==> config.mk <==
export PLATFORM = sky130hd
export DESIGN_NAME = fixed_block_buffer_pool
export DESIGN_NICKNAME = d
export VERILOG_FILES = /design/src/hw/rtl/fbbp_pkg.sv /design/src/hw/rtl/fbbp_ram.sv /design/src/hw/rtl/fixed_block_buffer_pool.sv
export SDC_FILE = /design/constraint.sdc
export NUM_CORES = 2
export LEC_CHECK = 0
export BUFFER_PORTS_ARGS = -buffer_cell sky130_fd_sc_hd__buf_4
export CORE_AREA = 5 5 383 668
export DETAILED_ROUTE_END_ITERATION = 12
export DIE_AREA = 0 0 388 673
export PLACE_DENSITY = 0.66
export SLEW_MARGIN = 40
export SYNTH_ARGS = -nofsm -noshare
export SYNTH_HDL_FRONTEND = slang
export SYNTH_SLANG_ARGS = --single-unit
==> constraint.sdc <==
create_clock -name i_clk -period 8.6 [get_ports i_clk]
set_input_delay 0.86 -clock i_clk [delete_from_list [all_inputs] [get_ports i_clk]]
set_output_delay 0.86 -clock i_clk [all_outputs]
set_load 0.05 [all_outputs]
==> src/hw/rtl/fbbp_pkg.sv <==
// ----------------------------------------------------------------------------
// fbbp_pkg
// Shared types and constants of the fixed block buffer pool.
// ----------------------------------------------------------------------------
package fbbp_pkg;

    // operation selector carried in s_axis_tuser
    typedef enum logic [1:0] {
        FUNC_ALLOC   = 2'd0,
        FUNC_FREE    = 2'd1,
        FUNC_REBUILD = 2'd2,
        FUNC_NOP     = 2'd3
    } t_func;

    // configuration register indexes
    typedef enum logic [2:0] {
        CFG_BASE_ADDRESS  = 3'd0,
        CFG_BLOCK_COUNT   = 3'd1,
        CFG_BLOCK_SIZE    = 3'd2,
        CFG_HEADER_SIZE   = 3'd3,
        CFG_FIXED_RESERVE = 3'd4
    } t_cfg_idx;

    localparam int INDEX_SPAN = 256;
    localparam int MIN_BLOCKS = 2;

    localparam int IDX_W   = 8;
    localparam int EXTRA_W = 16;
    localparam int ADDR_W  = 32;
    localparam int LEN_W   = 16;
    localparam int CNT_W   = 9;
    localparam int FAIL_W  = 32;
    localparam int CFG_W   = 32;

    localparam int S_TDATA_W = 24;   // block_index, extra_reserve
    localparam int S_TUSER_W = 2;    // func
    localparam int M_TDATA_W = 120;  // 115 bits of fields, zero padded
    localparam int M_TUSER_W = 1;    // ok

    // register reset values
    localparam logic [31:0] RST_BASE_ADDRESS  = 32'd0;
    localparam logic [8:0]  RST_BLOCK_COUNT   = 9'd256;
    localparam logic [15:0] RST_BLOCK_SIZE    = 16'd2048;
    localparam logic [7:0]  RST_HEADER_SIZE   = 8'd32;
    localparam logic [7:0]  RST_FIXED_RESERVE = 8'd6;

endpackage

==> src/hw/rtl/fbbp_ram.sv <==
// ----------------------------------------------------------------------------
// fbbp_ram
// Generic single write port, single read port RAM with registered read.
// ----------------------------------------------------------------------------
module fbbp_ram #(
    parameter int WIDTH = 8,
    parameter int DEPTH = 256
) (
    input  logic                     i_clk,
    input  logic                     i_we,
    input  logic [$clog2(DEPTH)-1:0] i_waddr,
    input  logic [WIDTH-1:0]         i_wdata,
    input  logic [$clog2(DEPTH)-1:0] i_raddr,
    output logic [WIDTH-1:0]         o_rdata
);

    logic [WIDTH-1:0] r_mem [DEPTH];
    logic [WIDTH-1:0] r_rdata;

    always_ff @(posedge i_clk) begin
        if (i_we) begin
            r_mem[i_waddr] <= i_wdata;
        end
        r_rdata <= r_mem[i_raddr];
    end

    assign o_rdata = r_rdata;

endmodule

==> src/hw/rtl/fixed_block_buffer_pool.sv <==
// ----------------------------------------------------------------------------
// fixed_block_buffer_pool
// Receive-buffer pool of equal blocks with a LIFO free list.
// ----------------------------------------------------------------------------
// One operation per item on the slave stream: allocate, free or rebuild, each
// answered by one result on the master stream, through the input and output
// registers. Free, rebuild, failed and fresh-block allocates do not hold back
// the next item; an allocate that pops the free list does, while the link of
// the new list top is read from the link RAM, whose read port is registered.
// The link RAM needs no clearing pass: only entries written by a free are
// read. Configuration writes go through the plain write port; the user must
// make them only while the pool is idle, which the block does not enforce.
module fixed_block_buffer_pool
    import fbbp_pkg::*;
#(
    parameter int NUM_BLOCKS      = 256,
    parameter int MIN_FRAME_BYTES = 1514
) (
    input  logic                 i_clk,
    input  logic                 i_rst_n,

    input  logic                 i_cfg_we,
    input  logic [2:0]           i_cfg_index,
    input  logic [CFG_W-1:0]     i_cfg_wdata,

    input  logic                 s_axis_tvalid,
    output logic                 s_axis_tready,
    // [7:0] block_index, [23:8] extra_reserve
    input  logic [S_TDATA_W-1:0] s_axis_tdata,
    // [1:0] func
    input  logic [S_TUSER_W-1:0] s_axis_tuser,

    output logic                 m_axis_tvalid,
    input  logic                 m_axis_tready,
    // [7:0] given_index, [39:8] payload_address, [55:40] payload_length,
    // [64:56] free_count, [73:65] used_count, [82:74] peak_used,
    // [114:83] fail_count, [119:115] zero
    output logic [M_TDATA_W-1:0] m_axis_tdata,
    // [0] ok
    output logic [M_TUSER_W-1:0] m_axis_tuser
);

    localparam int BLOCK_LIMIT = (NUM_BLOCKS < INDEX_SPAN) ? NUM_BLOCKS : INDEX_SPAN;
    localparam int AW          = $clog2(BLOCK_LIMIT);
    localparam logic [12:0] NB_LIM   = 13'(NUM_BLOCKS);
    localparam logic [CNT_W-1:0] BL_LIM  = CNT_W'(BLOCK_LIMIT);
    localparam logic [CNT_W-1:0] MIN_BLK = CNT_W'(MIN_BLOCKS);
    localparam logic [17:0] MIN_FRAME = 18'(MIN_FRAME_BYTES);

    // configuration registers
    logic [31:0] r_base_address;
    logic [8:0]  r_block_count;
    logic [15:0] r_block_size;
    logic [7:0]  r_header_size;
    logic [7:0]  r_fixed_reserve;

    // pool state
    logic [IDX_W-1:0]  r_head, n_head;
    logic [IDX_W-1:0]  r_head_link, n_head_link;
    logic              r_nonempty, n_nonempty;
    logic [CNT_W-1:0]  r_fresh, n_fresh;
    logic [CNT_W-1:0]  r_free, n_free;
    logic [CNT_W-1:0]  r_used, n_used;
    logic [CNT_W-1:0]  r_peak, n_peak;
    logic [FAIL_W-1:0] r_fail, n_fail;
    logic              r_fetch, n_fetch;

    // input and output stages
    logic                 r_in_valid;
    logic [S_TDATA_W-1:0] r_in_tdata;
    logic [S_TUSER_W-1:0] r_in_tuser;
    logic                 r_out_valid;
    logic [M_TDATA_W-1:0] r_out_tdata, n_out_tdata;
    logic [M_TUSER_W-1:0] r_out_tuser, n_out_tuser;

    logic             w_adv;
    logic             w_we;
    logic [AW-1:0]    w_waddr;
    logic [IDX_W-1:0] w_rdata;

    assign w_adv         = r_in_valid && !r_fetch && (!r_out_valid || m_axis_tready);
    assign s_axis_tready = !r_in_valid || w_adv;
    assign m_axis_tvalid = r_out_valid;
    assign m_axis_tdata  = r_out_tdata;
    assign m_axis_tuser  = r_out_tuser;

    // link RAM: read address always the cached link of the list top, so the
    // data after a pop is the link of the new top
    fbbp_ram #(
        .WIDTH (IDX_W),
        .DEPTH (BLOCK_LIMIT)
    ) u_link_ram (
        .i_clk   (i_clk),
        .i_we    (w_we),
        .i_waddr (w_waddr),
        .i_wdata (r_head),
        .i_raddr (r_head_link[AW-1:0]),
        .o_rdata (w_rdata)
    );

    always_comb begin
        logic [IDX_W-1:0]   bidx;
        logic [EXTRA_W-1:0] extra;
        logic [IDX_W-1:0]   idx;
        logic [16:0]        skip;
        logic [23:0]        prod;
        logic [ADDR_W-1:0]  addr;
        logic [LEN_W-1:0]   len;
        logic               ok;
        logic [CNT_W-1:0]   used_new;
        logic [CNT_W-1:0]   fresh_new;
        logic [17:0]        need;

        bidx  = r_in_tdata[7:0];
        extra = r_in_tdata[23:8];

        n_head      = r_head;
        n_head_link = (r_fetch) ? w_rdata : r_head_link;
        n_nonempty  = r_nonempty;
        n_fresh     = r_fresh;
        n_free      = r_free;
        n_used      = r_used;
        n_peak      = r_peak;
        n_fail      = r_fail;
        n_fetch     = 1'b0;
        w_we        = 1'b0;
        w_waddr     = bidx[AW-1:0];

        idx       = '0;
        addr      = '0;
        len       = '0;
        ok        = 1'b0;
        skip      = 17'(r_header_size) + 17'(r_fixed_reserve) + 17'(extra);
        prod      = '0;
        used_new  = r_used + 1'b1;
        fresh_new = r_fresh;
        need      = 18'(r_header_size) + 18'(r_fixed_reserve) + MIN_FRAME;

        if (w_adv) begin
            case (t_func'(r_in_tuser))
                FUNC_ALLOC: begin
                    if (r_free == '0) begin
                        n_fail = r_fail + 1'b1;
                    end else begin
                        ok = 1'b1;
                        if (r_nonempty) begin
                            idx     = r_head;
                            n_head  = r_head_link;
                            n_fetch = 1'b1;
                        end else begin
                            idx       = r_fresh[IDX_W-1:0];
                            fresh_new = r_fresh + 1'b1;
                        end
                        n_fresh    = fresh_new;
                        n_free     = r_free - 1'b1;
                        n_used     = used_new;
                        n_peak     = (used_new > r_peak) ? used_new : r_peak;
                        n_nonempty = fresh_new > used_new;
                        prod       = idx * r_block_size;
                        addr       = r_base_address + 32'(prod) + 32'(skip);
                        len        = (17'(r_block_size) > skip)
                                   ? LEN_W'(17'(r_block_size) - skip) : '0;
                    end
                end
                FUNC_FREE: begin
                    if (!(9'(bidx) >= r_fresh || r_used == '0 ||
                          13'(bidx) >= NB_LIM)) begin
                        ok          = 1'b1;
                        w_we        = 1'b1;
                        n_head_link = r_head;
                        n_head      = bidx;
                        n_nonempty  = 1'b1;
                        n_free      = r_free + 1'b1;
                        n_used      = r_used - 1'b1;
                    end
                end
                FUNC_REBUILD: begin
                    if (!(r_block_count < MIN_BLK || r_block_count > BL_LIM ||
                          18'(r_block_size) < need)) begin
                        ok         = 1'b1;
                        n_head     = '0;
                        n_nonempty = 1'b0;
                        n_fresh    = '0;
                        n_free     = r_block_count;
                        n_used     = '0;
                        n_peak     = '0;
                        n_fail     = '0;
                    end
                end
                default: begin
                    ok = 1'b0;
                end
            endcase
        end

        n_out_tuser = ok;
        n_out_tdata = {5'd0, n_fail, n_peak, n_used, n_free, len, addr, idx};
    end

    always_ff @(posedge i_clk) begin
        if (!i_rst_n) begin
            r_base_address  <= RST_BASE_ADDRESS;
            r_block_count   <= RST_BLOCK_COUNT;
            r_block_size    <= RST_BLOCK_SIZE;
            r_header_size   <= RST_HEADER_SIZE;
            r_fixed_reserve <= RST_FIXED_RESERVE;
        end else if (i_cfg_we) begin
            case (t_cfg_idx'(i_cfg_index))
                CFG_BASE_ADDRESS:  r_base_address  <= i_cfg_wdata;
                CFG_BLOCK_COUNT:   r_block_count   <= i_cfg_wdata[8:0];
                CFG_BLOCK_SIZE:    r_block_size    <= i_cfg_wdata[15:0];
                CFG_HEADER_SIZE:   r_header_size   <= i_cfg_wdata[7:0];
                CFG_FIXED_RESERVE: r_fixed_reserve <= i_cfg_wdata[7:0];
                default: ;
            endcase
        end
    end

    always_ff @(posedge i_clk) begin
        if (!i_rst_n) begin
            r_head      <= '0;
            r_head_link <= '0;
            r_nonempty  <= 1'b0;
            r_fresh     <= '0;
            r_free      <= BL_LIM;
            r_used      <= '0;
            r_peak      <= '0;
            r_fail      <= '0;
            r_fetch     <= 1'b0;
            r_in_valid  <= 1'b0;
            r_out_valid <= 1'b0;
        end else begin
            r_head      <= n_head;
            r_head_link <= n_head_link;
            r_nonempty  <= n_nonempty;
            r_fresh     <= n_fresh;
            r_free      <= n_free;
            r_used      <= n_used;
            r_peak      <= n_peak;
            r_fail      <= n_fail;
            r_fetch     <= n_fetch;
            if (s_axis_tready) begin
                r_in_valid <= s_axis_tvalid;
            end
            if (w_adv) begin
                r_out_valid <= 1'b1;
            end else if (m_axis_tready) begin
                r_out_valid <= 1'b0;
            end
        end
    end

    always_ff @(posedge i_clk) begin
        if (s_axis_tready && s_axis_tvalid) begin
            r_in_tdata <= s_axis_tdata;
            r_in_tuser <= s_axis_tuser;
        end
        if (w_adv) begin
            r_out_tdata <= n_out_tdata;
            r_out_tuser <= n_out_tuser;
        end
    end

endmodule

; Word-level counts from Yosys, hierarchy flattened
; Memory sizes are Yosys's and may differ from the RTL's. A register that Yosys moved wholly into a read port is not among the register bits.
; Index checks and enable logic that the tools add are counted.
[totals]
ram_bits = 2048
mem_count = 1
ff_bits = 303
[mem_list]
columns = memory, depth, word_bits, read_ports, rd_clocked_by_memory_dff, wr, line_no
row1 = u_link_ram.r_mem, 256, 8, 1, 1, 1, fbbp_ram.sv:17  ; logic [WIDTH-1:0] r_mem [DEPTH];
[op_classes]
n_reduce_logical = 29
n_mul = 1
n_mux = 54
add_sub_neg = 13
magnitude_cmp = 7
bitwise = 4
eq_ne = 10
[ops]
columns = operator, count
row1 = 9-bit 2-to-1 mux, 18
row2 = 32-bit 2-to-1 mux, 3
row3 = 8-bit 2-to-1 mux, 12
row4 = 32-bit one-hot mux with 2 select lines, 1
row5 = 9-bit one-hot mux with 3 select lines, 2
row6 = 9-bit one-hot mux with 2 select lines, 2
row7 = "32-bit by 1-bit adder with 32-bit output, second input constant", 1
row8 = 32-bit by 17-bit adder with 32-bit output, 1
row9 = 32-bit by 24-bit adder with 32-bit output, 1
row10 = "9-bit by 1-bit adder with 9-bit output, second input constant", 3
row11 = 8-bit by 16-bit multiplier with 24-bit output, 1
row12 = 8-bit one-hot mux with 3 select lines, 1
row13 = 8-bit by 8-bit adder with 9-bit output, 2
row14 = 9-bit > comparator, 2
row15 = 9-bit zero test, 2
row16 = "9-bit by 1-bit subtractor with 9-bit output, second input constant", 2
row17 = 9-bit by 16-bit adder with 17-bit output, 1
row18 = 16-bit by 17-bit > comparator with 1-bit output, 1
row19 = 16-bit by 12-bit < comparator with 1-bit output, 1
row20 = 16-bit subtractor, 1
row21 = 1-bit 2-to-1 mux, 13
row22 = "9-bit by 11-bit adder with 12-bit output, second input constant", 1
row23 = 2-bit AND reduction, 5
row24 = 8-bit by 9-bit greater-or-equal comparator with 1-bit output, 1
row25 = 23 further kinds, 40

; Longest topological paths before layout
[logic_depth]
ltp_word = 8
ltp_mapped = 25
ltp_nobuf = 21

; By module
; A second synthesis with hierarchy kept.
[unflattened]
cells_unflattened = 5993
hier_area_um2 = 100576.5
[modules_own_cells]
columns = mod, area_each_um2, n_inst, seq_area_each_um2, cells_each
row1 = fbbp_ram, 79556.3, 1, 61659.1, 3733
row2 = fixed_block_buffer_pool, 21020.2, 1, 7487.2, 2260

; Least setup slack after synthesis
; Ideal clock, no wire load.
[synth_path]
path_kind = flip-flop to flip-flop
from = reg r_head[3]
to = reg r_out_tdata[37], in the netlist m_axis_tdata[37], data pin
arrival_ps = 9133
n_path_buf = 3
stages_incl_launch_ff = 19
slack_ps = -789
period_less_slack_ps = 9389
setup_time_ps = 256
required_time_ps = 8344
cell_sequence = dfxtp_1 mux2i_1 clkbuf_1 nor2b_1 fa_1 fa_1 fa_1 fa_1 fa_1 ha_1 clkbuf_1 and4_1 clkbuf_1 nand4_1 nor2_1 a2111oi_0 o31ai_2 a31oi_1 a41o_1
[synth_between]
elab_chain_cells = 7
[synth_rtl]
columns = element, line_no
row1 = from (decl), fixed_block_buffer_pool.sv:58  ; logic [IDX_W-1:0] r_head, n_head;
row2 = from (signal assigned), fixed_block_buffer_pool.sv:233  ; r_head <= n_head;
row3 = 8-bit 2-to-1 mux, fixed_block_buffer_pool.sv:146  ; if (r_nonempty) begin
row4 = 8-bit 2-to-1 mux, fixed_block_buffer_pool.sv:142  ; if (r_free == '0) begin
row5 = 8-bit 2-to-1 mux, fixed_block_buffer_pool.sv:140  ; case (t_func'(r_in_tuser))
row6 = 8-bit 2-to-1 mux, fixed_block_buffer_pool.sv:139  ; if (w_adv) begin
row7 = 8-bit by 16-bit multiplier with 24-bit output, fixed_block_buffer_pool.sv:159  ; prod = idx * r_block_size;
row8 = 32-bit by 24-bit adder with 32-bit output, fixed_block_buffer_pool.sv:160  ; addr = r_base_address + 32'(prod) + 32'(skip);
row9 = 32-bit by 17-bit adder with 32-bit output, fixed_block_buffer_pool.sv:160
row10 = to (signal assigned), fixed_block_buffer_pool.sv:259  ; r_out_tdata <= n_out_tdata;
row11 = to (decl), fixed_block_buffer_pool.sv:73  ; logic [M_TDATA_W-1:0] r_out_tdata, n_out_tdata;
; Every way passes these cells. The select of a mux whose other input is x is not followed.
; A chain may end at the register's enable or synchronous reset.

; Worst setup path after layout
[layout_path]
from = reg r_nonempty
to = reg r_out_tdata[39], in the netlist m_axis_tdata[39], data pin
[layout_between]
elab_chain_cells = 7
[layout_rtl]
columns = element, line_no
row1 = from (decl), fixed_block_buffer_pool.sv:60  ; logic r_nonempty, n_nonempty;
row2 = from (signal assigned), fixed_block_buffer_pool.sv:235  ; r_nonempty <= n_nonempty;
row3 = 8-bit 2-to-1 mux, fixed_block_buffer_pool.sv:146
row4 = 8-bit 2-to-1 mux, fixed_block_buffer_pool.sv:142
row5 = 8-bit 2-to-1 mux, fixed_block_buffer_pool.sv:140
row6 = 8-bit 2-to-1 mux, fixed_block_buffer_pool.sv:139
row7 = 8-bit by 16-bit multiplier with 24-bit output, fixed_block_buffer_pool.sv:159
row8 = 32-bit by 24-bit adder with 32-bit output, fixed_block_buffer_pool.sv:160
row9 = 32-bit by 17-bit adder with 32-bit output, fixed_block_buffer_pool.sv:160
; Every way passes these cells. The select of a mux whose other input is x is not followed.

==> flow_summary.ini <==
[global_route]
via_count_of_the_first_global_routing_pass = 55400
initial_antenna_violation_count = 3
gr-usage-all-layers_pct = 19.1
grt_overflow = 0
grt_start_max_net_pins = 132
grt_first_pass_wirelength_mm = 373

[cells_and_area]
fillCellCount = 21200
final_layout_size_suffix_gt1_share_pct = 20.1
flow.area_growth_from_synthesis_pct = 11.8
multi_input_combinational_cell_area_um2 = 28300
area.sequential_um2 = 69200
finish.cell_count_without_fillers = 9352
final_core_util_pct = 44.5
design.final.nets = 6237

[setup_path]
critical_path_required_ns = 9.20
crit_start = r_nonempty
r2r_cells = 19
critPathSlowestCell = dfxtp_2
crit_path_start_kind = flop
critPathArrivalTime_ns = 7.34
setup.worst_path.end_class = flop
worstPathCellList = nor2_1, a21oi_4, nor2b_1, fa_1, fa_1, inv_1, fa_1, inv_1, fa_1, fa_1, ha_1, and3_1, a2bb2oi_1, a21oi_1, a2111oi_0, buf_4, o31ai_2, a31oi_1, a41o_1
worst-setup-path-type = reg -> reg
rrSetupSlack_ns = 1.86
worst_r2r_startpoint = r_nonempty
crit_path_max_fanout = 18
regToRegEndpoint = m_axis_tdata[39]
crit_path_max_incr_delay_ns = 0.67
crit_path_frequent_cell = fa_1

[clocking]
cts_made_buffers = 200
clock_sinks = 2359
cts-root-buf = clkbuf_16
cts_tree = done
cts_buffer_depth = 4
cts_htree_levels = 4
cts-hold-fix-buffers = 0
post_cts_buffers = 0
worstSkewPairLatency_ns = 0.86
postCtsResizedCells = 0
clk_transition_reported_paths_ns = 0.07

[routing]
1st_pass_router_iterations = 6
antenna_violating_nets_post_route = 0
drc = 0
drt_first_iter_violations = 4997
route.detailed.wl_per_inst_um = 27.2
wl_mm = 255
via_per_inst = 5.74
detailroute.via_count = 53700

[timing]
layout_worst_path_cycle_share_pct = 78.4
finalCriticalPeriod_ns = 6.74
maximum_clock_frequency_mhz = 148
finalSetupViolCount = 0
totalNegativeSetupSlack_ns = 0
timing.final.hold_violations = 0
final_count_of_pins_violating_max_slew = 0
worst_slack_ns = 1.86
max_slew.worst_pin.slew_ns = 0.897
clock-skew-final_ns = 0.0675
grt_setup_unrepaired = false
max-slew-margin-rel_pct = 40.0

[flow_run]
maxCapViolations = 0

[synth]
synthArstFlopShare_pct = 0
syn_avg_cell_area_um2 = 17.3
post-synth-top-area-cell = edfxtp_1
synth_warnings = 0
synth_seq_area_share_pct = 69.6
synthFlopType = edfxtp_1
yosysTopAreaCellShare_pct = 66.2
most_frequently_used_cell_type_in_the_post_synthesis_netlist = edfxtp_1
synth_unique_cells = 100
netlist_area_um2 = 99300
synth_seq_cells = 2359
post_synth_most_frequent_cells = edfxtp_1, mux4_2, nor2_1, nand2_1, a21oi_1
synth_edf_count = 2190
postSynthCellCount = 5728
netlist_top_cells_area = edfxtp_1, mux4_2, dfxtp_1

[floorplanning]
die_area_um2 = 261000
io_pins = 189
floorplan.die.height_um = 673
die_width_um = 388
number_of_cell_rows = 243
core_um2 = 250000
start_util_pct = 39.8

[pwr]
vdd_ir_drop_max_mv = 0.160
static-leakage-power_nw = 36.3
cell_internal_pwr_mw = 17.6
power_density_nw_per_um2 = 202
netSwitchingPower_mw = 4.87
seq_power_share_pct = 56.7
clkPwrFrac_pct = 38.6
swShare_pct = 21.7
combinationalPowerShare_pct = 4.7

[placement]
globalplace.congestion = 0.919
dpl.cell_count = 8992
dpl_worst_slack_ns = 1.88
place.port_buffers = 183
post-dp-hpwl_mm = 165

[min_path]
timing.hold.worst_path_depth = 1
whs_endpoint = r_in_tuser[0]
worstHoldStart = s_axis_tuser[0]
hold_path_class = in -> reg

[status]
status = completed
[critical path, delay by kind of cell (launching register included)]
| kind | cells | cell delay (ns) |
|---|---|---|
| fa+ha+maj | 6 | 2.78 |
| simple gates | 3 | 0.48 |
| compound gates | 7 | 2.21 |
| flops | 1 | 0.67 |
| buf+inv | 3 | 0.32 |
[per-layer routing]
metal	GRT usage [%]	part of all wire, %	up-vias
met5	0	0	-
met4	11.3	6.7	0
met3	2.72	6.2	596
met2	34.5	53	2186
met1	21.4	34	28000
li1	-	-	22900
[cells in the final DEF, fill, tap and decap left out, types with 28 or more instances in the layout]
master,Yosys,final
fa_1,131,131
nand2b_1,29,28
buf_4,14,248
a221oi_1,66,63
mux4_2,512,512
inv_1,224,224
nor2_1,394,341
nor3_1,39,29
edfxtp_1,2190,2190
xnor2_1,45,45
nand3_1,57,48
clkinv_2,0,31
and2_1,44,43
dfxtp_1,169,157
clkbuf_1,214,53
nand2_1,290,278
nor2b_1,109,107
a22o_1,68,68
a21oi_1,225,223
nor2_2,2,54
o22ai_1,32,32
a22oi_1,137,137
ha_1,148,148
clkinv_1,1,40
o21ai_0,59,58
clkbuf_16,0,204
[sequential cells by signal, indices dropped and copies added (netlist names)]
register,flops
r_peak,9
u_link_ram.o_rdata,8
r_in_tuser,2
r_nonempty,1
m_axis_tuser,1
r_base_address,32
r_fetch,1
r_in_valid,1
r_block_count,9
m_axis_tvalid,1
r_head_link,8
r_fresh,9
r_fail,32
r_fixed_reserve,8
r_in_tdata,24
u_link_ram.r_mem,2048
m_axis_tdata,115
r_used,9
r_free,9
r_head,8
r_header_size,8
r_block_size,16
[worst max-delay path by stage]
| stage | end |
|---|---|
| final | m_axis_tdata[39] |
| after global routing | m_axis_tdata[37] |
| after CTS | m_axis_tdata[39] |
| after detailed placement | m_axis_tdata[37] |
| after global placement | m_axis_tdata[39] |
| after floorplan | m_axis_tdata[37] |
[power groups by stage]
| stage | sequential (mW) | combinational (mW) | clock [mW] |
|---|---|---|---|
| 5_1_grt | 12.7 | 1.12 | 9.27 |
| 3_5_place_dp | 13.0 | 1.03 | 0 |
| 3_3_place_gp | 13.0 | 1.00 | 0 |
| 6_report | 12.7 | 1.05 | 8.66 |
| 4_1_cts | 12.7 | 1.04 | 8.83 |
| 2_1_floorplan | 13.2 | 0.420 | 0 |
[cell type report]
type,instances,share of cell area (%)
inverter,227,0.772
timing repair buffer,285,2.17
clock inverter,95,0.674
antenna,2,0.00451
tap,3307,3.73
multi-input combinational,2819,25.5
sequential,2359,62.3
clock buffer,258,4.79
[kinds of logic after synthesis]
kind of cell | after synthesis | synth area share [%]
xor+xnor | 72 | 0.635
fa+ha+maj | 279 | 4.51
other cells | 1 | 0.00378
mux | 531 | 11.8
buf+inv | 554 | 2.27
flops | 2359 | 69.6
compound gates | 850 | 6.03
simple gates | 1082 | 5.10
[stage by stage]
step           total power, mW  area, um^2  hold slack (ns)
2_1_floorplan             13.6       99300            0.436
4_1_cts                   22.6      111000            0.126
5_1_grt                   23.1      111000            0.159
3_3_place_gp              14.0      104000            0.447
6_report                  22.4      111000            0.197
3_5_place_dp              14.0      105000            0.451
Note: power is estimated with default switching activity, not from simulation.
